$ cat src/rtl/core/mono_note_priority_voice_defines.svh
// Assertion macros for the monophonic key handler.
// Used by the top level; needs clk and arst_n in scope.
`ifndef MONO_NOTE_PRIORITY_VOICE_DEFINES_SVH
`define MONO_NOTE_PRIORITY_VOICE_DEFINES_SVH

// Same-cycle implication, checked outside reset
`define NMPV_ASSERT_NOW(label, ante, cons) \
	label: assert property (@(posedge clk) disable iff (!arst_n) (ante) |-> (cons)) \
		else $error("nmpv check failed");

// Next-cycle implication, checked outside reset
`define NMPV_ASSERT_NEXT(label, ante, cons) \
	label: assert property (@(posedge clk) disable iff (!arst_n) (ante) |=> (cons)) \
		else $error("nmpv check failed");

`endif

$ cat src/rtl/core/nmpv_pkg.sv
// Shared types and constants for the monophonic key handler.
// No dependencies; imported by every module of the block.
package nmpv_pkg;

	localparam int KEY_SLOTS = 16;
	localparam int CNT_W     = (KEY_SLOTS > 1) ? $clog2(KEY_SLOTS) : 1;
	localparam int NOTE_W    = 7;
	localparam int VEL_W     = 7;

	localparam logic [NOTE_W-1:0] NOTE_MIN = 7'd21;
	localparam logic [NOTE_W-1:0] NOTE_MAX = 7'd96;
	localparam logic [NOTE_W:0]   LOW_NONE = 8'hFF;

	// Note priority codes; code 3 behaves as last note
	localparam logic [1:0] PRIO_LAST = 2'd0;
	localparam logic [1:0] PRIO_HIGH = 2'd1;
	localparam logic [1:0] PRIO_LOW  = 2'd2;

	// Configuration register indexes
	localparam logic [1:0] CFG_PRIORITY = 2'd0;
	localparam logic [1:0] CFG_LEGATO   = 2'd1;
	localparam logic [1:0] CFG_SYNC     = 2'd2;

	typedef struct packed {
		logic              busy;
		logic [NOTE_W-1:0] note;
	} slot_t;

	typedef struct packed {
		logic [1:0] prio;
		logic       legato;
		logic       sync;
	} cfg_t;

	typedef struct packed {
		logic              gate_write;
		logic              gate_level;
		logic              trigger_fire;
		logic [VEL_W-1:0]  trigger_velocity;
		logic              lfo_restart;
		logic              pitch_write;
		logic [NOTE_W-1:0] pitch_note;
	} result_t;

	typedef struct packed {
		logic idle;
		logic shift;
		logic emit;
	} scan_ctl_t;

	typedef enum logic [1:0] {
		ST_IDLE,
		ST_SCAN,
		ST_EMIT
	} state_t;

endpackage

$ cat src/rtl/core/nmpv_cell.sv
// One key slot of the rotating slot ring.
// Depends on nmpv_pkg for the slot type.
module nmpv_cell import nmpv_pkg::*; (
	input  logic  clk,
	input  logic  arst_n,
	input  logic  shift,
	input  slot_t nxt,
	output slot_t cur
);

	logic              busy_q;
	logic [NOTE_W-1:0] note_q;

	// Take the neighbor's busy flag on each shift; reset frees the slot
	always_ff @(posedge clk or negedge arst_n) begin
		if (!arst_n) begin
			busy_q <= 1'b0;
		end else if (shift) begin
			busy_q <= nxt.busy;
		end
	end

	// Take the neighbor's note on each shift
	always_ff @(posedge clk) begin
		if (shift) begin
			note_q <= nxt.note;
		end
	end

	assign cur = '{busy: busy_q, note: note_q};

endmodule

$ cat src/rtl/core/nmpv_scan.sv
// Sequencer at the head of the slot ring: insert, free, min/max scan, result.
// Depends on nmpv_pkg for types, codes and the slot count.
module nmpv_scan import nmpv_pkg::*; (
	input  logic              clk,
	input  logic              arst_n,
	input  logic              start,
	input  logic              op,
	input  logic [NOTE_W-1:0] note,
	input  logic [VEL_W-1:0]  vel,
	input  cfg_t              cfg,
	input  logic              out_free,
	input  slot_t             head,
	output slot_t             wb,
	output scan_ctl_t         ctl,
	output result_t           res
);

	state_t            state_q, state_d;
	logic [CNT_W-1:0]  cnt_q;
	logic              op_q;
	logic              inr_q;
	logic [NOTE_W-1:0] note_q;
	logic [VEL_W-1:0]  vel_q;
	logic              done_q;
	logic              any_q;
	logic [NOTE_W:0]   min_q;
	logic [NOTE_W-1:0] max_q;
	logic              hit_ins;
	logic              hit_del;
	slot_t             src;
	logic              last;
	logic              loses;

	// State register
	always_ff @(posedge clk or negedge arst_n) begin
		if (!arst_n) begin
			state_q <= ST_IDLE;
		end else begin
			state_q <= state_d;
		end
	end

	assign last = (cnt_q == CNT_W'(KEY_SLOTS - 1));

	// Next state and control
	always_comb begin
		state_d   = state_q;
		ctl.idle  = 1'b0;
		ctl.shift = 1'b0;
		ctl.emit  = 1'b0;
		unique case (state_q)
			ST_IDLE: begin
				ctl.idle = 1'b1;
				if (start) begin
					state_d = ST_SCAN;
				end
			end
			ST_SCAN: begin
				ctl.shift = 1'b1;
				if (last) begin
					state_d = ST_EMIT;
				end
			end
			ST_EMIT: begin
				if (out_free) begin
					ctl.emit = 1'b1;
					state_d  = ST_IDLE;
				end
			end
			default: begin
				state_d = ST_IDLE;
			end
		endcase
	end

	// Slot counter over one full turn of the ring
	always_ff @(posedge clk or negedge arst_n) begin
		if (!arst_n) begin
			cnt_q <= '0;
		end else if (start) begin
			cnt_q <= '0;
		end else if (ctl.shift) begin
			cnt_q <= cnt_q + CNT_W'(1);
		end
	end

	// Hold the event for the whole scan
	always_ff @(posedge clk) begin
		if (start) begin
			op_q   <= op;
			note_q <= note;
			vel_q  <= vel;
			inr_q  <= (note >= NOTE_MIN) && (note <= NOTE_MAX);
		end
	end

	// Modify the head slot: fill the first free one or free the first match
	always_comb begin
		hit_ins = inr_q && op_q && !done_q && !head.busy;
		hit_del = inr_q && !op_q && !done_q && head.busy && (head.note == note_q);
		priority if (hit_ins) begin
			wb = '{busy: 1'b1, note: note_q};
		end else if (hit_del) begin
			wb = '{busy: 1'b0, note: head.note};
		end else begin
			wb = head;
		end
		// Note-on looks at the table before the insert, note-off after the free
		src = op_q ? head : wb;
	end

	// Accumulate held-key flag, lowest and highest note
	always_ff @(posedge clk or negedge arst_n) begin
		if (!arst_n) begin
			done_q <= 1'b0;
			any_q  <= 1'b0;
			min_q  <= LOW_NONE;
			max_q  <= '0;
		end else if (start) begin
			done_q <= 1'b0;
			any_q  <= 1'b0;
			min_q  <= LOW_NONE;
			max_q  <= '0;
		end else if (ctl.shift) begin
			done_q <= done_q | hit_ins | hit_del;
			any_q  <= any_q | src.busy;
			if (src.busy && ({1'b0, src.note} < min_q)) begin
				min_q <= {1'b0, src.note};
			end
			if (src.busy && (src.note > max_q)) begin
				max_q <= src.note;
			end
		end
	end

	// Build the result from the scan totals
	always_comb begin
		loses = ((cfg.prio == PRIO_LOW) && ({1'b0, note_q} > min_q)) ||
		        ((cfg.prio == PRIO_HIGH) && (note_q < max_q));
		res = '0;
		if (inr_q) begin
			if (op_q) begin
				if (loses) begin
					if (!cfg.legato) begin
						res.trigger_fire     = 1'b1;
						res.trigger_velocity = vel_q;
					end
				end else begin
					res.gate_write = 1'b1;
					res.gate_level = 1'b1;
					if (!cfg.legato || !any_q) begin
						res.trigger_fire     = 1'b1;
						res.trigger_velocity = vel_q;
					end
					res.lfo_restart = cfg.sync;
					res.pitch_write = 1'b1;
					res.pitch_note  = note_q;
				end
			end else if (done_q) begin
				priority if (!any_q) begin
					res.gate_write = 1'b1;
					res.gate_level = 1'b0;
				end else if (cfg.prio == PRIO_LOW) begin
					res.pitch_write = 1'b1;
					res.pitch_note  = min_q[NOTE_W-1:0];
				end else if (cfg.prio == PRIO_HIGH) begin
					res.pitch_write = 1'b1;
					res.pitch_note  = max_q;
				end else begin
					res.pitch_write = 1'b0;
				end
			end
		end
	end

endmodule

$ cat src/rtl/core/mono_note_priority_voice.sv
// Monophonic key handler: note events in, voice control results out.
// A ring of key slot cells rotates once per event under a head sequencer.
// Channels: evt (operation, note, velocity) with evt_valid/evt_stall; res
// (gate, trigger, LFO and pitch updates) with res_valid/res_stall; cfg
// register writes with cfg_valid/cfg_ready, cfg_index and cfg_data.
// Each event produces exactly one result transaction.
// The result is loaded into the output register after one turn of the slot
// ring, as soon as that register is free.
// A new event is taken only after the result of the last one is loaded;
// the slot ring turns once per event, one slot through the head each cycle.
// evt_stall is high from acceptance until the result is loaded.
// A stalled result holds in the output register while the next event is
// taken and scanned; that event then waits until the register frees.
// Reset frees every slot, clears the output valid flag and loads the
// registers with last-note priority, legato off and LFO sync on.
// cfg_ready is always high; write registers only while the block is idle.
`include "mono_note_priority_voice_defines.svh"
module mono_note_priority_voice import nmpv_pkg::*; (
	input  logic              clk,
	input  logic              arst_n,
	input  logic              evt_valid,
	output logic              evt_stall,
	input  logic              operation,
	input  logic [NOTE_W-1:0] note,
	input  logic [VEL_W-1:0]  velocity,
	output logic              res_valid,
	input  logic              res_stall,
	output logic              gate_write,
	output logic              gate_level,
	output logic              trigger_fire,
	output logic [VEL_W-1:0]  trigger_velocity,
	output logic              lfo_restart,
	output logic              pitch_write,
	output logic [NOTE_W-1:0] pitch_note,
	input  logic              cfg_valid,
	output logic              cfg_ready,
	input  logic [1:0]        cfg_index,
	input  logic [1:0]        cfg_data
);

	cfg_t      cfg_q;
	scan_ctl_t ctl;
	result_t   res_d;
	result_t   res_q;
	logic      res_valid_q;
	logic      start;
	logic      out_free;
	slot_t     wb;
	slot_t     slot [KEY_SLOTS];

	// Configuration registers
	assign cfg_ready = 1'b1;
	always_ff @(posedge clk or negedge arst_n) begin
		if (!arst_n) begin
			cfg_q.prio   <= PRIO_LAST;
			cfg_q.legato <= 1'b0;
			cfg_q.sync   <= 1'b1;
		end else if (cfg_valid && cfg_ready) begin
			unique case (cfg_index)
				CFG_PRIORITY: cfg_q.prio   <= cfg_data;
				CFG_LEGATO:   cfg_q.legato <= cfg_data[0];
				CFG_SYNC:     cfg_q.sync   <= cfg_data[0];
				default:      cfg_q        <= cfg_q;
			endcase
		end
	end

	assign evt_stall = !ctl.idle;
	assign start     = evt_valid && !evt_stall;
	assign out_free  = !res_valid_q || !res_stall;

	// Head sequencer
	nmpv_scan u_scan (
		.clk      (clk),
		.arst_n   (arst_n),
		.start    (start),
		.op       (operation),
		.note     (note),
		.vel      (velocity),
		.cfg      (cfg_q),
		.out_free (out_free),
		.head     (slot[0]),
		.wb       (wb),
		.ctl      (ctl),
		.res      (res_d)
	);

	// Slot ring: each cell takes its upper neighbor, the last takes the head
	for (genvar i = 0; i < KEY_SLOTS; i++) begin : g_cell
		if (i == KEY_SLOTS - 1) begin : g_tail
			nmpv_cell u_cell (
				.clk    (clk),
				.arst_n (arst_n),
				.shift  (ctl.shift),
				.nxt    (wb),
				.cur    (slot[i])
			);
		end else begin : g_body
			nmpv_cell u_cell (
				.clk    (clk),
				.arst_n (arst_n),
				.shift  (ctl.shift),
				.nxt    (slot[i+1]),
				.cur    (slot[i])
			);
		end
	end

	// Output register valid
	always_ff @(posedge clk or negedge arst_n) begin
		if (!arst_n) begin
			res_valid_q <= 1'b0;
		end else if (ctl.emit) begin
			res_valid_q <= 1'b1;
		end else if (!res_stall) begin
			res_valid_q <= 1'b0;
		end
	end

	// Output register payload
	always_ff @(posedge clk) begin
		if (ctl.emit) begin
			res_q <= res_d;
		end
	end

	assign res_valid        = res_valid_q;
	assign gate_write       = res_q.gate_write;
	assign gate_level       = res_q.gate_level;
	assign trigger_fire     = res_q.trigger_fire;
	assign trigger_velocity = res_q.trigger_velocity;
	assign lfo_restart      = res_q.lfo_restart;
	assign pitch_write      = res_q.pitch_write;
	assign pitch_note       = res_q.pitch_note;

	// Checks on the sequencer and the result encoding
	`NMPV_ASSERT_NEXT(a_busy_after_accept, start, evt_stall)
	`NMPV_ASSERT_NOW(a_emit_needs_room, ctl.emit, out_free && !ctl.idle)
	`NMPV_ASSERT_NOW(a_lfo_with_gate, res_valid && lfo_restart, gate_write && gate_level)
	`NMPV_ASSERT_NOW(a_pitch_zero, res_valid && !pitch_write, pitch_note == '0)

endmodule
$ cat config.mk
export PLATFORM = sky130hd
export DESIGN_NAME = mono_note_priority_voice
export DESIGN_NICKNAME = d
export VERILOG_FILES = /design/src/rtl/core/nmpv_pkg.sv /design/src/rtl/core/nmpv_cell.sv /design/src/rtl/core/nmpv_scan.sv /design/src/rtl/core/mono_note_priority_voice.sv
export VERILOG_INCLUDE_DIRS = /design/src /design/src/rtl/core
export SDC_FILE = /design/constraint.sdc
export NUM_CORES = 1
export LEC_CHECK = 0
export BUFFER_PORTS_ARGS = -buffer_cell sky130_fd_sc_hd__buf_2
export CORE_AREA = 8 8 168 170
export CTS_BUF_LIST = sky130_fd_sc_hd__clkbuf_4 sky130_fd_sc_hd__clkbuf_8
export CTS_CLUSTER_SIZE = 16
export DETAILED_ROUTE_END_ITERATION = 10
export DIE_AREA = 0 0 176 178
export PLACE_DENSITY_LB_ADDON = 0.1
export SKIP_LAST_GASP = 1
export SYNTH_ARGS = -nofsm -noshare
export SYNTH_HDL_FRONTEND = slang
export SYNTH_SLANG_ARGS = --single-unit
$ cat constraint.sdc
create_clock -name clk -period 12 [get_ports clk]
set_clock_uncertainty 0.1 [all_clocks]
set_input_delay 0 -clock clk [delete_from_list [all_inputs] [get_ports clk]]
set_output_delay 0 -clock clk [all_outputs]
set_load 0.02 [all_outputs]
Word-level counts from Yosys, hierarchy flattened. Cells that the tools add are included.

Output and inout port bits: 22. Input port bits: 24. Register bits after elaboration: 191. Logic and storage cells: 153.

Equality and inequality tests: 12. Reduce and logical (&&, ||, !) cells: 37. Add/sub/neg operators: 1. Bitwise logic cells: 5. $lt $le $gt $ge: 6. Mux-type cells: 39.

Operators by type and width (count): $mux 8 (14); $mux 7 (4); $mux 2 (7); $logic_and 1x1->1 (13); $reduce_and 2->1 (6); $mux 1 (11); $gt 7x8->1 (1); $logic_not 1->1 (8); $lt 7x8->1 (1); $mux 4 (2); $eq 7x7->1 (1); $ge 7x5->1 const B (1); $gt 7x7->1 (1); $le 7x7->1 const B (1); $lt 7x7->1 (1); $eq 2x1->1 const B (3); $eq 2x2->1 const B (3); $pmux 2 s3 (1); $reduce_bool 2->1 (3); $add 4x1->4 const B (1); $eq 4x4->1 const B (1); $logic_not 2->1 (2); $ne 2x1->1 const B (2); $ne 2x2->1 const B (2); 5 further kinds (10).

Longest topological paths before layout. Gate-level depths: netlist of run 1.

Depth after elaboration: 13. Gate-level depth with buffers: 9. Mapped depth without buffers: 7.

Hierarchy. Synthesis of run 1 repeated with hierarchy kept, for this count alone.

Cells, all modules: 473. Area, all modules: 7582.3 um2.

By module, submodules not included: nmpv_cell (sequential area each 235.2 um2, area each 257.7 um2, times used 16, cells an instance 10); nmpv_scan (sequential area each 1066.0 um2, area each 2657.5 um2, times used 1, cells an instance 276); mono_note_priority_voice (sequential area each 696.9 um2, area each 800.8 um2, times used 1, cells an instance 37).

Least setup slack after synthesis of run 1. Ideal clock, no wire load.

Path type: register to register. Start: register u_scan.state_q[1]. End: register g_cell[0].g_body.u_cell.note_q[0], enable pin. Cell stages (with the launch flop): 5. Clock period less this slack: 4.590 ns. Library setup time: 0.521 ns. Setup slack: 7.410 ns. Data arrival time: 3.970 ns. Buffers on the path: 2. Data required time: 11.379 ns. Cell sequence: dfrtp_1 -> nand2b_1 -> clkbuf_1 -> inv_1 -> clkbuf_1.

Word-level cells in the longest chain between the ends: 2.

Ends and longest elaborated chain: start: declaration (line nmpv_scan.sv:18) `state_t state_q, state_d;`; start signal: assignment (line nmpv_scan.sv:39) `state_q <= state_d;`; $eq 2x1->1 (line nmpv_scan.sv:51) `unique case (state_q)`; $mux 1 (line nmpv_scan.sv:51); end signal: assignment (line nmpv_cell.sv:26) `note_q <= nxt.note;`; end: declaration (line nmpv_cell.sv:12) `logic [NOTE_W-1:0] note_q;`.

No other way between the ends. A chain may end at the register's enable or synchronous reset.

Worst setup path in the final report of run 1.
Start: register u_scan.state_q[1]. End: register u_scan.min_q[1].

Word-level cells in the longest chain between the ends: 5. Elaborated cells on any way between the ends: 9. Those cells by class: eq/ne: 1; mux: 3; reduce/logical: 5.

Ends and longest elaborated chain: $logic_not 2->1 (line nmpv_scan.sv:51); $mux 1 (line nmpv_scan.sv:51); $logic_and 1x1->1 (line mono_note_priority_voice.sv:69) `assign start = evt_valid && !evt_stall;`; $reduce_bool 2->1 (no source line); $reduce_and 2->1 (no source line); end signal: assignment (line nmpv_scan.sv:128) `min_q <= {1'b0, src.note};`; end: declaration (line nmpv_scan.sv:26) `logic [NOTE_W:0] min_q;`.

Several ways; a longest one is shown, not always the timed one.

==> results of run 1 <==
through the flow:
stage / total power, mW / instances / hold WS, ns / setup WS [ns] / utilization, %
3_5_place_dp: 1.70 / 875 / 0.0803 / 8.79 / 31.7
3_3_place_gp: 1.68 / 875 / 0.0818 / 8.88 / 31.7
6_report: 2.12 / 934 / 0.142 / 8.86 / 34.4
4_1_cts: 2.16 / 934 / 0.113 / 8.76 / 34.4
5_1_grt: 2.27 / 934 / 0.101 / 8.53 / 34.4
2_1_floorplan: 1.54 / 516 / -0.396 / 7.41 / -
cells in the final DEF (no fill, tap or decap), types with 2 or more instances in the layout:
cell / Yosys / layout
a211oi_1: 2 / 2
a21o_1: 4 / 4
a21oi_1: 18 / 17
a21oi_2: 1 / 2
a22oi_1: 6 / 6
a31oi_1: 2 / 2
and3_1: 2 / 2
buf_2: 5 / 44
buf_4: 1 / 3
bufinv_16: 0 / 2
clkbuf_8: 0 / 17
clkinv_2: 0 / 2
dfrtp_1: 35 / 35
dfstp_2: 9 / 9
dlygate4sd3_1: 0 / 28
edfxtp_1: 147 / 147
ha_1: 29 / 29
inv_1: 26 / 25
inv_6: 0 / 5
inv_8: 0 / 4
mux2_2: 8 / 8
mux2i_1: 7 / 7
nand2_1: 68 / 68
nand2b_1: 4 / 4
nand3_1: 13 / 13
nand3b_1: 18 / 18
nand4_1: 6 / 6
nor2_1: 19 / 19
nor2b_1: 2 / 2
nor3b_1: 2 / 2
o21a_1: 2 / 2
o21ai_0: 21 / 21
o22ai_1: 2 / 2
o31ai_1: 8 / 8
o32ai_1: 8 / 8
or2_2: 2 / 2
xor2_1: 7 / 7
repair_timing:
item                                   4_1_cts  5_1_grt
endpoints found under the hold margin       72        0
hold buffers                                28        0
setup endpoints to repair                    0        0
routing by layer:
| metal | wire (µm) | up-vias | part of all wire, % |
|---|---|---|---|
| met1 | 7440 | 2075 | 49 |
| li1 | - | 2034 | - |
| met4 | 257 | 0 | 1.7 |
| met5 | 0 | - | 0 |
| met2 | 6910 | 78 | 45 |
| met3 | 686 | 14 | 4.5 |
state kept, by name, indices dropped and copies added (netlist names), 2 cells and up:
signal,count
trigger_velocity,7
g_cell.g_tail.u_cell.note_q,7
g_cell.g_body.u_cell.busy_q,15
u_scan.min_q,8
u_scan.note_q,7
pitch_note,7
g_cell.g_body.u_cell.note_q,105
cfg_q,4
u_scan.state_q,2
u_scan.max_q,7
u_scan.cnt_q,4
u_scan.vel_q,7
layout make-up:
type                            count  area, µm²
Fill cell                        2488      16800
Sequential cell                   191       5530
Multi-Input combinational cell    276       1840
Timing Repair Buffer               75        523
Tap cell                          335        419
Clock buffer                       17        234
Clock inverter                     14        168
Inverter                           26        100
path summary, 6_finish.rpt:
kind | end | depth (start not counted)
setup reg to reg | u_scan.min_q[1]$_DFFE_PN1P_ | 6
min in group asynchronous | g_cell[4].g_body.u_cell.busy_q$_DFFE_PN0P_ | 2
setup / recovery | u_scan.min_q[1]$_DFFE_PN1P_ | 6
hold reg to reg | g_cell[3].g_body.u_cell.note_q[1]$_DFFE_PP_ | 0
hold / removal | u_scan.vel_q[6]$_DFFE_PP_ | 2
max in group asynchronous | u_scan.max_q[3]$_DFFE_PN0P_ | 2
power groups by stage:
stage	Clock [mW]	Sequential, mW	Combinational [mW]
2_1_floorplan	0	1.20	0.346
3_3_place_gp	0	1.26	0.426
3_5_place_dp	0	1.26	0.437
4_1_cts	0.459	1.25	0.447
5_1_grt	0.483	1.28	0.506
6_report	0.438	1.24	0.441
cell families (layout without fill, tap and decap cells):
group / count (synthesis) / in the layout / synth area share (%)
compound gates: 78 / 78 / 6.62
mux: 15 / 15 / 2.12
flops: 191 / 191 / 73.1
xor+xnor: 7 / 7 / 0.811
fa+ha+maj: 29 / 29 / 4.80
other cells: 1 / 1 / 0.0496
buf+inv: 49 / 132 / 2.66
simple gates: 146 / 146 / 9.88
==> flow_metrics.tcl, run 1 <==
set metrics [dict create \
    final_nets 640 \
    ant_nets 0 \
    pwr-share-seq_pct 58.6 \
    synth_edf_count 147 \
    final_area_mm2 0.00881 \
    ir_drop_uv 85.1 \
    synthFlopType "edfxtp_1" \
    synthCells 516 \
    cts_resized 0 \
    place_area_mm2 0.00813 \
    worstSetupStartpointType "register" \
    synth-warning-count 0 \
    fin_setup_tns_ns 0 \
    met1_usage_pct 14.3 \
    drt_first_pass_iters 5 \
    finalSetupViolCount 0 \
    dieWidth_um 176 \
    synth_common_cells "147 x edfxtp_1, 68 x nand2_1, 35 x dfrtp_1, 29 x ha_1, 26 x inv_1" \
    dp_hpwl_mm 9.77 \
    hold_start "velocity[6]" \
    synth_area_leader_cell "edfxtp_1" \
    status "finished clean" \
    die-area_mm2 0.0313 \
    synth_cell_types 48 \
    grt_util_met3_pct 2.48 \
    syn-cell-area_mm2 0.00756 \
    drt_iter0_drc 392 \
    diodes 0 \
    r2r_start "u_scan.state_q[1]$_DFFE_PN0P_" \
    grt_max_degree 69 \
    antenna_found_initial 0 \
    cts_tree "yes" \
    worstSetupPathType "reg -> reg" \
    endpoint_kind "register" \
    core_mm2 0.0256 \
    switching_share_pct 31.8 \
    cts_buffer_depth 2 \
    cp_slowest_cell "inv_4" \
    ys_ff_latch 191 \
    overflow 0 \
    path_cells "nand2b_1, inv_4, nand2_1, a21oi_2, o21a_1, mux2i_1" \
    hold_path_class "in -> reg" \
    grt_pass1_vias 4300 \
    rsz0062_at_grt "no" \
    htreeDepth 4 \
    cp.required_ns 12.28 \
    grt_use_met2_pct 15.1 \
    slew_headroom_pct 27.2 \
    max-cap-violations 0 \
    clockRootBuffer "clkbuf_8" \
    leakage_nw 3.41 \
    post-cts-setup-buffers 0 \
    hold_viol_final 0 \
    finalCritPeriodShare_pct 26.2 \
    port_buffers 44 \
    tightest_slew_ns 1.09 \
    crit_arrival_ns 3.42 \
    drive_above_1_share_pct 17.4 \
    routedWlPerCell_um 16.4 \
    start_util_pct 29.5 \
    gp_congestion 0.748 \
    clkPwrFrac_pct 20.6 \
    ys_seq_area_share_pct 73.1 \
    power.internal_mw 1.45 \
    synth_top_area_share_pct 58.4 \
    netSwitchingPower_mw 0.675 \
    path_max_fanout 65 \
    clock_latency_ns 0.45 \
    async_flop_share_pct 23.0 \
    critPathTopFamily "compound AO/OA/AOI/OAI gates" \
    avgSynthCellArea_um2 14.7 \
    post-synth-top-count-cell "edfxtp_1" \
    cp_num_buf_inv 1 \
    slew_viol_final 0 \
    grt_pass1_wl_mm 24.7 \
    wl_mm 15.3 \
    cpPeakStageDelay_ns 0.76 \
    viasPerCell 4.50 \
    ys_top_cells_by_area "edfxtp_1 58%, dfrtp_1 12%, ha_1 4.8%" \
    fp-row-count 59 \
    max_freq_ghz 0.318 \
    power_density_mw_per_mm2 241 \
    clk_pin_slew_ns 0.11 \
    ff2ff_setup_slack_ns 8.86 \
    syn-num-nets 569 \
    io_pins 46 \
    p_comb_share_pct 20.8 \
    die_h_um 178 \
    period_needed_ns 3.14 \
    grt.total_usage_pct 10.2 \
    crit_start "u_scan.state_q[1]$_DFFE_PN0P_" \
    remaining_drc_errors 0 \
    cts.sink_count 191 \
    cts_buffers 17 \
    busiest_layer "met2" \
    vias 4201 \
    syn2layout_area_growth_pct 16.5 \
]
Note: power is estimated with default switching activity, not from simulation.
==> inputs of run 2 (changes only) <==
--- a/config.mk
+++ b/config.mk
@@ -6,12 +6,13 @@
 export SDC_FILE = /design/constraint.sdc
 export NUM_CORES = 1
 export LEC_CHECK = 0
+export ABC_AREA = 1
 export BUFFER_PORTS_ARGS = -buffer_cell sky130_fd_sc_hd__buf_2
-export CORE_AREA = 8 8 168 170
+export CORE_AREA = 8 8 169 171
 export CTS_BUF_LIST = sky130_fd_sc_hd__clkbuf_4 sky130_fd_sc_hd__clkbuf_8
 export CTS_CLUSTER_SIZE = 16
 export DETAILED_ROUTE_END_ITERATION = 10
-export DIE_AREA = 0 0 176 178
+export DIE_AREA = 0 0 177 179
 export PLACE_DENSITY_LB_ADDON = 0.1
 export SKIP_LAST_GASP = 1
 export SYNTH_ARGS = -nofsm -noshare
==> constraint.sdc (replaced) <==
create_clock -name clk -period 3.1 [get_ports clk]
set_clock_uncertainty 0.1 [all_clocks]
set_input_delay 0 -clock clk [delete_from_list [all_inputs] [get_ports clk]]
set_output_delay 0 -clock clk [all_outputs]
set_load 0.02 [all_outputs]
==> run 2 against run 1 <==
Compared with the run above:
- first-iteration DRC count decreased by 15%
- fmax grew 43%
- clock power rose to 3.7 times the previous value
- register-to-register slack worse by 8.0 ns
- critical path type unchanged
- critical endpoint is now u_scan.cnt_q[1]$_DFFE_PN0P_
- largest power group unchanged
==> flow_metrics.tcl, run 2 <==
set metrics [dict create \
    holdPathEnd "u_scan.state_q[0]$_DFFE_PN0P_" \
    antenna_found_initial 0 \
    vias 4506 \
    ff2ff_setup_slack_ns 0.90 \
    drive_above_1_share_pct 16.6 \
    netSwitchingPower_mw 2.64 \
    p_comb_share_pct 23.0 \
    htreeDepth 4 \
    cts_buffers 17 \
    utilization_pct 34.6 \
    finalSetupViolCount 0 \
    pre_cts_ws_ns 0.869 \
    overflow 0 \
    grt_pass1_wl_mm 24.3 \
    post-cts-setup-buffers 0 \
    layoutNonFillerInstCount 1027 \
    tightest_slew_ns 1.04 \
    hold_start "evt_valid" \
    drt_first_pass_iters 5 \
    remaining_drc_errors 0 \
    ir_drop_uv 434 \
    dp_hpwl_mm 10.0 \
    endpoint_kind "register" \
    nFillCells 2545 \
    period_needed_ns 2.20 \
    clock_latency_ns 0.46 \
    crit_arrival_ns 2.45 \
    cp.required_ns 3.35 \
    layout_commonest_cell "nand2_1" \
    viasPerCell 4.39 \
    ys_seq_area_share_pct 72.1 \
    max_freq_ghz 0.454 \
    grt_util_met3_pct 2.95 \
    grt_use_met2_pct 14.7 \
    dp_cells 969 \
    reg_top3 "g_cell.g_body.u_cell.note_q (105), g_cell.g_body.u_cell.busy_q (15), u_scan.min_q (8)" \
    port_buffers 44 \
    finalCritPeriodShare_pct 71.0 \
    final_area_mm2 0.00891 \
    synth_top_area_share_pct 57.6 \
    die-area_mm2 0.0317 \
    io_pins 46 \
    final_nets 732 \
    rsz0062_at_grt "no" \
    place_area_mm2 0.00827 \
    busiest_layer "met2" \
    syn-num-nets 657 \
    leakage_nw 3.71 \
    grt.total_usage_pct 9.86 \
    slew_headroom_pct 30.8 \
    largest_reg_flops 105 \
    ys_top_cells_by_area "edfxtp_1 58%, dfrtp_1 11%, nand2_1 7.8%" \
    grt_max_degree 133 \
    clk_pin_slew_ns 0.10 \
    clockRootBuffer "clkbuf_8" \
    switching_share_pct 32.3 \
    path_max_fanout 28 \
    gp_congestion 0.766 \
    synthFlopType "edfxtp_1" \
    finalHoldWorstSlack_ns 0.0549 \
    totalPowerFinal_mw 8.17 \
    slew_viol_final 0 \
    fin_setup_tns_ns 0 \
    final_cell_mix "159 x nand2_1, 147 x edfxtp_1, 54 x inv_1, 44 x buf_2, 35 x dfrtp_1" \
    dieWidth_um 177 \
    layout_setup_ws_ns 0.899 \
    start_util_pct 29.7 \
    cts_tree "yes" \
    hold_viol_final 0 \
    synth_area_leader_cell "edfxtp_1" \
    worstSetupStartpointType "register" \
    diodes 0 \
    synth_common_cells "159 x nand2_1, 147 x edfxtp_1, 54 x inv_1, 35 x dfrtp_1, 31 x nor2_1" \
    syn-cell-area_mm2 0.00766 \
    avgSynthCellArea_um2 12.7 \
    synth_edf_count 147 \
    pwr-share-seq_pct 57.4 \
    grt_pass1_vias 4667 \
    synth_cell_types 38 \
    synthCells 604 \
    async_flop_share_pct 23.0 \
    power.internal_mw 5.53 \
    r2r.worst_path.cells 5 \
    holdPathStages 3 \
    clkPwrFrac_pct 19.6 \
    met1_usage_pct 13.2 \
    wl_mm 14.8 \
    routedWlPerCell_um 14.4 \
    max-cap-violations 0 \
    synth-warning-count 0 \
    ant_nets 0 \
    hold_path_class "in -> reg" \
    die_h_um 179 \
    r2r_end "u_scan.cnt_q[1]$_DFFE_PN0P_" \
    power_density_mw_per_mm2 916 \
    top_register "g_cell.g_body.u_cell.note_q" \
    syn2layout_area_growth_pct 16.3 \
    cts_buffer_depth 2 \
    cts.sink_count 191 \
    core_mm2 0.0258 \
    fp-row-count 59 \
    ys_ff_latch 191 \
    post-synth-top-count-cell "nand2_1" \
    status "finished clean" \
    drt_iter0_drc 332 \
    worstSetupPathType "reg -> reg" \
    r2r_start "u_scan.state_q[1]$_DFFE_PN0P_" \
]
-- run 2: layout make-up --
cell class	count	area [µm²]	area share, %
clock buffers	19	255	2.86
repair buffers	72	508	5.70
clock inverters	13	131	1.47
well taps	335	419	4.70
flip-flops and latches	191	5530	62.0
multi-input cells	337	1850	20.7
inverters	60	225	2.53
-- run 2: repair_timing --
| action | 4_1_cts | 5_1_grt |
|---|---|---|
| endpoints found under the hold margin | 76 | 0 |
| hold buffers | 26 | 0 |
| gates resized for setup | 0 | 0 |
-- run 2: worst max-delay path by stage --
stage                                                        endpoint  depth (start not counted)                           from
final                                     u_scan.cnt_q[1]$_DFFE_PN0P_                          5  u_scan.state_q[1]$_DFFE_PN0P_
after global routing                      u_scan.cnt_q[1]$_DFFE_PN0P_                          5  u_scan.state_q[1]$_DFFE_PN0P_
after CTS                                 u_scan.cnt_q[1]$_DFFE_PN0P_                          5  u_scan.state_q[1]$_DFFE_PN0P_
after detailed placement                  u_scan.cnt_q[1]$_DFFE_PN0P_                          5  u_scan.state_q[1]$_DFFE_PN0P_
after global placement                      pitch_write$_SDFFCE_PN0P_                          9    u_scan.min_q[5]$_DFFE_PN1P_
after floorplan           g_cell[0].g_body.u_cell.note_q[0]$_DFFE_PP_                          2  u_scan.state_q[1]$_DFFE_PN0P_
-- run 2: critical path, cell delays in order, from the launching register on --
cell	delay, ns
dfrtp_1	0.43
nor2_1	0.17
nand2_2	0.34
inv_1	0.69
nor2_1	0.16
a22o_1	0.21
-- run 2: cells by family after synthesis --
kind of cell / after synthesis / synth area share (%)
AOI/OAI and AO/OA: 64 / 5.01
xor gates and xnor gates: 3 / 0.343
adders and majority gates: 29 / 4.74
buffers and inverters: 76 / 3.79
DFF: 191 / 72.1
other: 1 / 0.0489
and+or+nand+nor: 240 / 13.9
-- run 2: power groups by stage --
| stage | combinational (mW) | sequential [mW] | clock [mW] |
|---|---|---|---|
| 3_5_place_dp | 1.88 | 4.74 | 0 |
| 3_3_place_gp | 1.84 | 4.74 | 0 |
| 2_1_floorplan | 1.42 | 4.56 | 0 |
| 6_report | 1.88 | 4.69 | 1.60 |
| 4_1_cts | 1.92 | 4.71 | 1.68 |
| 5_1_grt | 2.19 | 4.82 | 1.78 |
-- run 2: routing by layer --
metal,part of all wire [%],wire (µm)
met4,1.7,250
met3,4.6,684
met2,44,6480
met1,50,7370
met5,0,0
